### src/rtl/icrt_pkg.sv
// icrt_pkg: shared types, codes and host-mask helper for the IPv4 CIDR range table.
// No dependencies; imported by every module of the block except icrt_ram.
`timescale 1ns / 1ps

package icrt_pkg;

  typedef enum logic [1:0] {
    OP_CLEAR  = 2'd0,
    OP_ADD    = 2'd1,
    OP_LOOKUP = 2'd2,
    OP_VERIFY = 2'd3
  } icrt_op_t;

  typedef enum logic [1:0] {
    ST_DONE   = 2'd0,
    ST_BADPFX = 2'd1,
    ST_FULL   = 2'd2,
    ST_MISS   = 2'd3
  } icrt_status_t;

  typedef enum logic [2:0] {
    S_IDLE,
    S_WALK,
    S_SHRD,
    S_SHWR,
    S_PUT,
    S_RESP
  } icrt_state_t;

  // one stored range: masked base, prefix length, overlap-free mark
  typedef struct packed {
    logic [31:0] base;
    logic [5:0]  prefix;
    logic        ok;
  } icrt_entry_t;

  // shared evaluator results
  typedef struct packed {
    logic        a_ge_first;
    logic        a_le_last;
    logic [31:0] last;
  } icrt_cmp_t;

  localparam logic [5:0] PFX_MAX = 6'd32;

  // host bits of a prefix (inverse of the netmask)
  function automatic logic [31:0] host_mask(input logic [5:0] p);
    logic [31:0] m;
    if (p >= PFX_MAX) begin
      m = 32'h0000_0000;
    end else begin
      m = 32'hFFFF_FFFF >> p[4:0];
    end
    return m;
  endfunction

endpackage

### src/rtl/icrt_ram.sv
// icrt_ram: generic simple dual-port RAM, one write and one registered read port.
// No dependencies.
`timescale 1ns / 1ps

module icrt_ram #(
  parameter int WIDTH = 39,
  parameter int DEPTH = 64,
  localparam int AW = $clog2(DEPTH)
) (
  input  logic             clk,
  input  logic             we,
  input  logic [AW-1:0]    waddr,
  input  logic [WIDTH-1:0] wdata,
  input  logic [AW-1:0]    raddr,
  output logic [WIDTH-1:0] rdata
);

  logic [WIDTH-1:0] mem [DEPTH];

  always_ff @(posedge clk) begin
    if (we) begin
      mem[waddr] <= wdata;
    end
    rdata <= mem[raddr];
  end

endmodule

### src/rtl/icrt_eval.sv
// icrt_eval: shared host-bound unit; forms first/last host of one entry and
// compares an operand against them. Depends on icrt_pkg.
`timescale 1ns / 1ps

module icrt_eval import icrt_pkg::*; (
  input  icrt_entry_t ent,
  input  logic [31:0] opnd,
  output icrt_cmp_t   cmp
);

  logic [31:0] first;
  logic [31:0] last;

  // bounds wrap mod 2^32: a /32 has last below first, a /31 has last == base, below first
  assign first = ent.base + 32'd1;
  assign last  = (ent.base | host_mask(ent.prefix)) - 32'd1;

  assign cmp.a_ge_first = (opnd >= first);
  assign cmp.a_le_last  = (opnd <= last);
  assign cmp.last       = last;

endmodule

### src/rtl/ipv4_cidr_range_table.sv
// ipv4_cidr_range_table: sorted CIDR range table with add, lookup, verify, clear.
// Clear and bad prefix go straight to the reply; lookup and verify walk the n entries
// held; add walks them, then shifts each entry at or above the insert point up by one
// and writes the new one. One word in flight; the walk reads one entry per cycle from RAM.
// Sync active-low reset empties the table and drops out_valid; RAM needs no clear.
`timescale 1ns / 1ps

module ipv4_cidr_range_table import icrt_pkg::*; #(
  parameter int TABLE_DEPTH = 64
) (
  input  logic        clk,
  input  logic        rst_n,
  input  logic        in_valid,
  output logic        in_ready,
  input  logic [1:0]  in_operation,
  input  logic [31:0] in_address,
  input  logic [5:0]  in_prefix_len,
  output logic        out_valid,
  input  logic        out_ready,
  output logic [1:0]  out_status,
  output logic [5:0]  out_entry_index,
  output logic        out_entry_ok,
  output logic [6:0]  out_entry_count,
  output logic        out_overlap_found
);

  localparam int AW = $clog2(TABLE_DEPTH);
  localparam int CW = $clog2(TABLE_DEPTH + 1);
  localparam int EW = $bits(icrt_entry_t);
  localparam logic [CW-1:0] DEPTH_C = CW'(TABLE_DEPTH);

  icrt_state_t state_r, state_nxt;
  icrt_op_t    op_r, op_nxt;
  logic [31:0] addr_r, addr_nxt;
  logic [5:0]  plen_r, plen_nxt;
  logic [31:0] key_r, key_nxt;
  logic [CW-1:0] count_r, count_nxt;
  logic [CW-1:0] idx_r, idx_nxt;
  logic [CW-1:0] pos_r, pos_nxt;
  logic          pos_found_r, pos_found_nxt;
  icrt_entry_t   prev_ent_r, prev_ent_nxt;
  logic [31:0]   prev_last_r, prev_last_nxt;
  logic          prev_ov_r, prev_ov_nxt;
  logic          ovl_any_r, ovl_any_nxt;

  icrt_status_t  res_status_r, res_status_nxt;
  logic [CW-1:0] res_idx_r, res_idx_nxt;
  logic          res_ok_r, res_ok_nxt;
  logic          res_ov_r, res_ov_nxt;

  logic          out_valid_r, out_valid_nxt;
  logic [1:0]    out_status_r;
  logic [5:0]    out_index_r;
  logic          out_ok_r;
  logic [6:0]    out_count_r;
  logic          out_ov_r;

  logic          ram_we;
  logic [AW-1:0] ram_waddr, ram_raddr;
  icrt_entry_t   ram_wdata, rd_ent;
  logic [EW-1:0] ram_rdata;

  icrt_cmp_t     cmp;
  logic [31:0]   opnd;
  logic          accept, walk_end, dup, hit, ov_here, bad_pfx, out_free;
  logic [CW-1:0] idx_inc, idx_dec;
  logic [31:0]   in_base;
  icrt_op_t      in_op;

  icrt_ram #(.WIDTH(EW), .DEPTH(TABLE_DEPTH)) u_ram (
    .clk   (clk),
    .we    (ram_we),
    .waddr (ram_waddr),
    .wdata (ram_wdata),
    .raddr (ram_raddr),
    .rdata (ram_rdata)
  );

  assign rd_ent = icrt_entry_t'(ram_rdata);

  always_comb begin
    case (op_r)
      OP_ADD:    opnd = key_r;
      OP_LOOKUP: opnd = addr_r;
      default:   opnd = prev_last_r;
    endcase
  end

  icrt_eval u_eval (
    .ent  (rd_ent),
    .opnd (opnd),
    .cmp  (cmp)
  );

  assign in_ready = (state_r == S_IDLE);
  assign accept   = in_valid && in_ready;
  assign in_op    = icrt_op_t'(in_operation);
  assign bad_pfx  = !(in_prefix_len inside {[6'd1:PFX_MAX]});
  assign in_base  = in_address & ~host_mask(in_prefix_len);
  assign idx_inc  = idx_r + 1'b1;
  assign idx_dec  = idx_r - 1'b1;
  assign walk_end = (idx_r == count_r);
  assign dup      = !walk_end && (rd_ent.base == addr_r) && (rd_ent.prefix == plen_r);
  assign hit      = !walk_end && cmp.a_ge_first && cmp.a_le_last;
  assign ov_here  = (idx_r != '0) && cmp.a_ge_first;
  assign out_free = !out_valid_r || out_ready;

  // next state
  always_comb begin
    state_nxt = state_r;
    case (state_r)
      S_IDLE: begin
        if (accept) begin
          if (in_op == OP_CLEAR || (in_op == OP_ADD && bad_pfx)) begin
            state_nxt = S_RESP;
          end else begin
            state_nxt = S_WALK;
          end
        end
      end
      S_WALK: begin
        case (op_r)
          OP_ADD: begin
            if (dup) begin
              state_nxt = S_RESP;
            end else if (walk_end) begin
              if (count_r >= DEPTH_C) begin
                state_nxt = S_RESP;
              end else if (pos_found_r) begin
                state_nxt = S_SHRD;
              end else begin
                state_nxt = S_PUT;
              end
            end
          end
          OP_LOOKUP: begin
            if (hit || walk_end) begin
              state_nxt = S_RESP;
            end
          end
          default: begin
            if (walk_end) begin
              state_nxt = S_RESP;
            end
          end
        endcase
      end
      S_SHRD: state_nxt = S_SHWR;
      S_SHWR: begin
        if (idx_dec > pos_r) begin
          state_nxt = S_SHRD;
        end else begin
          state_nxt = S_PUT;
        end
      end
      S_PUT: state_nxt = S_RESP;
      S_RESP: begin
        if (out_free) begin
          state_nxt = S_IDLE;
        end
      end
      default: state_nxt = S_IDLE;
    endcase
  end

  // datapath and RAM control
  always_comb begin
    op_nxt         = op_r;
    addr_nxt       = addr_r;
    plen_nxt       = plen_r;
    key_nxt        = key_r;
    count_nxt      = count_r;
    idx_nxt        = idx_r;
    pos_nxt        = pos_r;
    pos_found_nxt  = pos_found_r;
    prev_ent_nxt   = prev_ent_r;
    prev_last_nxt  = prev_last_r;
    prev_ov_nxt    = prev_ov_r;
    ovl_any_nxt    = ovl_any_r;
    res_status_nxt = res_status_r;
    res_idx_nxt    = res_idx_r;
    res_ok_nxt     = res_ok_r;
    res_ov_nxt     = res_ov_r;
    out_valid_nxt  = out_valid_r && !out_ready;
    ram_we         = 1'b0;
    ram_waddr      = idx_r[AW-1:0];
    ram_wdata      = rd_ent;
    ram_raddr      = '0;

    case (state_r)
      S_IDLE: begin
        if (accept) begin
          op_nxt         = in_op;
          addr_nxt       = (in_op == OP_ADD) ? in_base : in_address;
          plen_nxt       = in_prefix_len;
          key_nxt        = in_base + 32'd1;
          idx_nxt        = '0;
          pos_found_nxt  = 1'b0;
          prev_ov_nxt    = 1'b0;
          ovl_any_nxt    = 1'b0;
          res_status_nxt = ST_DONE;
          res_idx_nxt    = '0;
          res_ok_nxt     = 1'b0;
          res_ov_nxt     = 1'b0;
          if (in_op == OP_CLEAR) begin
            count_nxt = '0;
          end else if (in_op == OP_ADD && bad_pfx) begin
            res_status_nxt = ST_BADPFX;
          end
        end
      end
      S_WALK: begin
        ram_raddr = idx_inc[AW-1:0];
        idx_nxt   = idx_inc;
        case (op_r)
          OP_ADD: begin
            if (!walk_end && !pos_found_r && !cmp.a_ge_first) begin
              pos_nxt       = idx_r;
              pos_found_nxt = 1'b1;
            end
            if (dup) begin
              res_idx_nxt = idx_r;
              res_ok_nxt  = rd_ent.ok;
            end else if (walk_end) begin
              idx_nxt = count_r;
              if (count_r >= DEPTH_C) begin
                res_status_nxt = ST_FULL;
              end else if (!pos_found_r) begin
                pos_nxt = count_r;
              end
            end
          end
          OP_LOOKUP: begin
            if (hit) begin
              res_idx_nxt = idx_r;
              res_ok_nxt  = rd_ent.ok;
            end else if (walk_end) begin
              res_status_nxt = ST_MISS;
            end
          end
          default: begin
            ram_waddr = idx_dec[AW-1:0];
            ram_wdata = prev_ent_r;
            if (walk_end) begin
              // close out the last entry: it has no successor
              ram_we       = (count_r != '0);
              ram_wdata.ok = !prev_ov_r;
              res_ov_nxt   = ovl_any_r;
            end else begin
              // mark of the previous entry is known once its successor is seen
              ram_we        = (idx_r != '0);
              ram_wdata.ok  = !(prev_ov_r || ov_here);
              prev_ent_nxt  = rd_ent;
              prev_last_nxt = cmp.last;
              prev_ov_nxt   = ov_here;
              ovl_any_nxt   = ovl_any_r || ov_here;
            end
          end
        endcase
      end
      S_SHRD: begin
        ram_raddr = idx_dec[AW-1:0];
      end
      S_SHWR: begin
        ram_we    = 1'b1;
        ram_waddr = idx_r[AW-1:0];
        ram_wdata = rd_ent;
        idx_nxt   = idx_dec;
      end
      S_PUT: begin
        ram_we           = 1'b1;
        ram_waddr        = pos_r[AW-1:0];
        ram_wdata.base   = addr_r;
        ram_wdata.prefix = plen_r;
        ram_wdata.ok     = 1'b1;
        count_nxt        = count_r + 1'b1;
        res_idx_nxt      = pos_r;
        res_ok_nxt       = 1'b1;
      end
      S_RESP: begin
        if (out_free) begin
          out_valid_nxt = 1'b1;
        end
      end
      default: ;
    endcase
  end

  always_ff @(posedge clk) begin
    if (!rst_n) begin
      state_r     <= S_IDLE;
      count_r     <= '0;
      out_valid_r <= 1'b0;
    end else begin
      state_r     <= state_nxt;
      count_r     <= count_nxt;
      out_valid_r <= out_valid_nxt;
    end
  end

  always_ff @(posedge clk) begin
    op_r         <= op_nxt;
    addr_r       <= addr_nxt;
    plen_r       <= plen_nxt;
    key_r        <= key_nxt;
    idx_r        <= idx_nxt;
    pos_r        <= pos_nxt;
    pos_found_r  <= pos_found_nxt;
    prev_ent_r   <= prev_ent_nxt;
    prev_last_r  <= prev_last_nxt;
    prev_ov_r    <= prev_ov_nxt;
    ovl_any_r    <= ovl_any_nxt;
    res_status_r <= res_status_nxt;
    res_idx_r    <= res_idx_nxt;
    res_ok_r     <= res_ok_nxt;
    res_ov_r     <= res_ov_nxt;
    if (state_r == S_RESP && out_free) begin
      out_status_r <= res_status_r;
      out_index_r  <= 6'(res_idx_r);
      out_ok_r     <= res_ok_r;
      out_count_r  <= 7'(count_r);
      out_ov_r     <= res_ov_r;
    end
  end

  assign out_valid         = out_valid_r;
  assign out_status        = out_status_r;
  assign out_entry_index   = out_index_r;
  assign out_entry_ok      = out_ok_r;
  assign out_entry_count   = out_count_r;
  assign out_overlap_found = out_ov_r;

endmodule

### config.mk
export PLATFORM = sky130hd
export DESIGN_NAME = ipv4_cidr_range_table
export DESIGN_NICKNAME = d
export VERILOG_FILES = /design/src/rtl/icrt_pkg.sv /design/src/rtl/icrt_ram.sv /design/src/rtl/icrt_eval.sv /design/src/rtl/ipv4_cidr_range_table.sv
export SDC_FILE = /design/constraint.sdc
export NUM_CORES = 2
export LEC_CHECK = 0
export ABC_AREA = 0
export CAP_MARGIN = 20
export CORE_ASPECT_RATIO = 1.5
export CORE_UTILIZATION = 47
export CTS_CLUSTER_DIAMETER = 60
export DETAILED_ROUTE_END_ITERATION = 10
export DONT_BUFFER_PORTS = 1
export GPL_TIMING_DRIVEN = 0
export SKIP_CTS_REPAIR_TIMING = 1
export SYNTH_ARGS = -nofsm -noshare
export SYNTH_HDL_FRONTEND = slang
export SYNTH_HIERARCHICAL = 1
export SYNTH_SLANG_ARGS = --single-unit
### constraint.sdc
create_clock -name clk -period 8.5 [get_ports clk]
set_input_delay 2.55 -clock clk [delete_from_list [all_inputs] [get_ports clk]]
set_output_delay 2.55 -clock clk [all_outputs]
set_load 0.01 [all_outputs]
==> flow_summary.toml <==
[status]
outcome = "finished, final reports clean"

[routing]
route.final.wire_length_mm = 345
drt-vias-per-instance = 6.36
route.vias.total = 59000
post-route-drc-count = 0
wl_per_cell_um = 37.2
route.antenna.remaining_nets = 0
drt_pre_antenna_iters = 5
detail_route.iter0.violations = 7008

[clock_tree]
ctsHtreeMaxLevel = 4
cts_buffers = 249
tritoncts = "done"
clock_slew_at_the_register_clock_pins_of_the_worst_setup_and_hold_paths_ns = 0.06
worstSkewPairLatency_ns = 0.92
number_of_buffers_between_clock_root_and_the_deepest_sink = 4
cts-root-buf = "clkbuf_16"
sink_count_of_the_clock_tree = 2732

[finish]
utilization = 0.543
final_cell_count_no_fill = 9272
post_route_cell_area_um2 = 125000
final_layout_size_suffix_gt1_frac = 0.242
final_net_count = 6134
synthToLayoutAreaGrowth_pct = 14.5

[setup_path]
worstPathBufferInverterCount = 5
critical_path.startpoint_type = "register"
worst_path_largest_cell_delay_ns = 0.89
critical_path_peak_fanout = 11
worstSetupPathType = "reg -> reg"
timing.critical_path.depth = 14
crit_path_start = "state_r[0]$_SDFFE_PN0P_"
worstPathRequired_ns = 9.28
critical_path.cell_chain = "nor2b_1 -> nand2_1 -> inv_1 -> clkbuf_1 -> a21oi_1 -> o211ai_1 -> buf_2 -> buf_2 -> nor2_2 -> nand2_1 -> clkbuf_1 -> o22ai_1 -> nor3_1 -> o22a_1"
r2r.worst_path.cells = 14
endpoint = "u_ram/rdata[13]$_DFF_P_"
cp_slowest_cell = "nor3_1"
dominant_delay_contributor_by_cell_family_on_the_critical_path = "buffers and inverters"
reg2reg_from = "state_r[0]$_SDFFE_PN0P_"
setup.worst_path.end_class = "register"
worst-r2r-setup-slack_ns = 1.90
r2r-end = "u_ram/rdata[13]$_DFF_P_"
worst-endpoint-arrival_ns = 7.38

[power_and_ir_drop]
power_frac_seq = 0.433
pwr_density_cell_nw_per_um2 = 342
p_switching_uw = 14600
power.share.switching = 0.341
pwr-share-clk = 0.263
power_frac_comb = 0.304
p_leak_uw = 0.0388
internal-power_uw = 28300
peakVddDrop_v = 0.000285

[global_routing]
grt_antenna_before_repair = 17
pin_count_of_the_biggest_net_entering_global_routing = 74
grt_first_pass_wirelength_mm = 473
grt_remaining_overflow = 0
first_global_vias = 59400
globalRouteTotalUtil = 0.293

[flow_run]
max_cap_viols = 0

[yosys]
synth_nets = 5708
post_synth_inst_count = 5583
synth.lib_cells_used.distinct = 87
ys_seq_area_frac = 0.745
ys_warn_count = 6
post_synth_main_area_contributors = "edfxtp_1 74%, mux4_2 12%, ha_1 0.93%"
ys_seq_elements = 2732
portion_of_synthesized_cell_area_occupied_by_the_leading_cell_type = 0.735
synth_edf_count = 2682
async_flop_share = 0
netlist_area_um2 = 110000
post_synth.cell_area_avg_um2 = 19.6
most_frequently_used_flop_master_after_synthesis = "edfxtp_1"
library_cell_with_the_largest_summed_area_after_synthesis = "edfxtp_1"

[timing]
tightestPinTransition_ns = 1.28
fin_crit_sh = 0.776
finalWorstPathRequiredPeriod_ns = 6.60
worst_clock_skew_ns = 0.0582
fmax_mhz = 152
timing.setup.tns_ns = 0
finalMaxSlewViolations = 0
timing.final.hold_violations = 0
setup_repair_after_global_routing_missed_its_margin = "false"
finalSetupViolations = 0
max-slew-margin-rel = 0.146
holdWs_ns = 0.417

[place]
gpl.final_weighted_congestion = 0.960
placement.cell_area_um2 = 117000
dp.cells = 8805
port_buffers = 0
post-dp-hpwl_mm = 245

[min_path]
holdCritPathClass = "reg -> reg"

[die]
boundaryPins = 63
core.rowCount = 216
die-width_um = 396
die_area_um2 = 235000
initial_core_util = 0.474
chipHeight_um = 593
core-area_um2 = 231000
-- cells in the final DEF (no fill, tap or decap), types with 56 or more instances in the layout --
| cell type | netlist | layout |
|---|---|---|
| o21ai_0 | 81 | 80 |
| clkbuf_16 | 0 | 253 |
| nor2_1 | 178 | 116 |
| xor2_1 | 62 | 62 |
| edfxtp_1 | 2682 | 2682 |
| nor2_4 | 1 | 63 |
| a22oi_1 | 110 | 110 |
| ha_1 | 81 | 81 |
| mux2i_1 | 82 | 82 |
| nand4_1 | 67 | 67 |
| clkbuf_1 | 137 | 184 |
| buf_12 | 0 | 119 |
| nand2_1 | 243 | 204 |
| o22ai_1 | 158 | 156 |
| buf_2 | 79 | 89 |
| inv_1 | 57 | 56 |
| a21oi_1 | 63 | 62 |
| xnor2_1 | 97 | 97 |
| mux4_2 | 593 | 593 |
| nand3_1 | 66 | 66 |
-- registers in the layout (all words and copies together), names as in the netlist, 32 cells and up --
name,count
prev_ent_r,38
u_ram/rdata,39
key_r,32
addr_r,32
u_ram/mem,2496
prev_last_r,32
-- cells in the mapped netlist (7+ instances only) --
cell type and count:
o31ai_1 7, and2_1 11, a22oi_1 110, xor2_1 62, nand2b_1 23, clkbuf_1 137
or3_1 16, nand4_1 67, edfxtp_1 2682, inv_1 57, buf_2 79, a31oi_1 16
ha_1 81, o22ai_1 158, mux2i_1 82, o211a_1 9, nand2_1 243, nand3_1 66
o211ai_1 10, and3_1 16, nor2b_1 49, mux4_2 593, o21a_1 20, dfxtp_1 50
nand3b_1 10, a211oi_1 54, a21o_1 19, buf_1 20, nor3_1 58, mux2_2 51
xnor2_1 97, buf_6 34, nor4_1 39, o21ai_0 81, or2_2 18, nor2_1 178
o31a_1 10, o22a_1 31, and4_1 7, a21oi_1 63, buf_4 43, o221ai_1 42
-- worst reg2reg max path, cell delays in order (launching register included) --
cell and delay, ns:
dfxtp_1 0.36, nor2b_1 0.31, nand2_1 0.32, inv_1 0.15, clkbuf_1 0.46, a21oi_1 0.15, o211ai_1 0.55, buf_2 0.42
buf_2 0.53, nor2_2 0.31, nand2_1 0.35, clkbuf_1 0.76, o22ai_1 0.40, nor3_1 0.89, o22a_1 0.49
-- cell type report --
| class | instances | area (um2) |
|---|---|---|
| Antenna cell | 11 | 27.5 |
| Buffer | 313 | 1690 |
| Clock buffer | 312 | 6670 |
| Clock inverter | 139 | 1360 |
| Fill cell | 17600 | 106000 |
| Inverter | 59 | 224 |
| Multi-Input combinational cell | 2479 | 26800 |
| Sequential cell | 2732 | 81500 |
| Tap cell | 3052 | 3820 |
| Timing Repair Buffer | 175 | 3290 |
-- per-stage QoR --
stage,setup slack (ns),total power [uW]
final,1.90,42800
after global routing,1.84,44000
after CTS,2.04,42900
after detailed placement,2.05,31700
after global placement,-2.85,31000
after floorplan,2.86,25400
-- how the worst min path moves through the flow --
stage | from | end | cells past startpoint
after floorplan | res_idx_r[0]$_DFFE_PP_ | out_entry_index[0]$_DFFE_PP_ | 0
after global routing | count_r[4]$_SDFFE_PN0P_ | out_entry_count[4]$_DFFE_PP_ | 0
after detailed placement | res_ov_r$_SDFFCE_PN0P_ | out_overlap_found$_DFFE_PP_ | 0
after global placement | res_status_r[0]$_DFFE_PP_ | out_status[0]$_DFFE_PP_ | 0
after CTS | res_ov_r$_SDFFCE_PN0P_ | out_overlap_found$_DFFE_PP_ | 0
final | res_ov_r$_SDFFCE_PN0P_ | out_overlap_found$_DFFE_PP_ | 0
-- logic make-up (layout without fill, tap and decap cells) --
| kind of cell | after synthesis | count (layout) | synth area share |
|---|---|---|---|
| AO/OA/AOI/OAI | 682 | 682 | 0.0435 |
| XOR/XNOR | 159 | 159 | 0.0127 |
| adder cells (fa/ha/maj) | 81 | 81 | 0.00925 |
| buffers and inverters | 372 | 998 | 0.0175 |
| flip-flops | 2732 | 2732 | 0.745 |
| multiplexers | 726 | 726 | 0.135 |
| other | 0 | 11 | 0 |
| AND/OR/NAND/NOR | 831 | 831 | 0.0379 |
-- metal layers --
metal | track usage | up-vias | wire length [um]
met3 | 0.0430 | 740 | 22800
met5 | 0 | - | 43
met2 | 0.516 | 2844 | 179000
li1 | - | 24000 | -
met1 | 0.332 | 31400 | 117000
met4 | 0.195 | 6 | 26500
-- power groups by stage --
stage	combinational, uW	clock (uW)	sequential, uW
finish	13000	11300	18500
global route	13500	11900	18600
CTS	12900	11400	18500
detailed placement	12900	0	18800
global placement	11700	0	19300
floorplan	6710	0	18700
(Power assumes the default switching activity.)
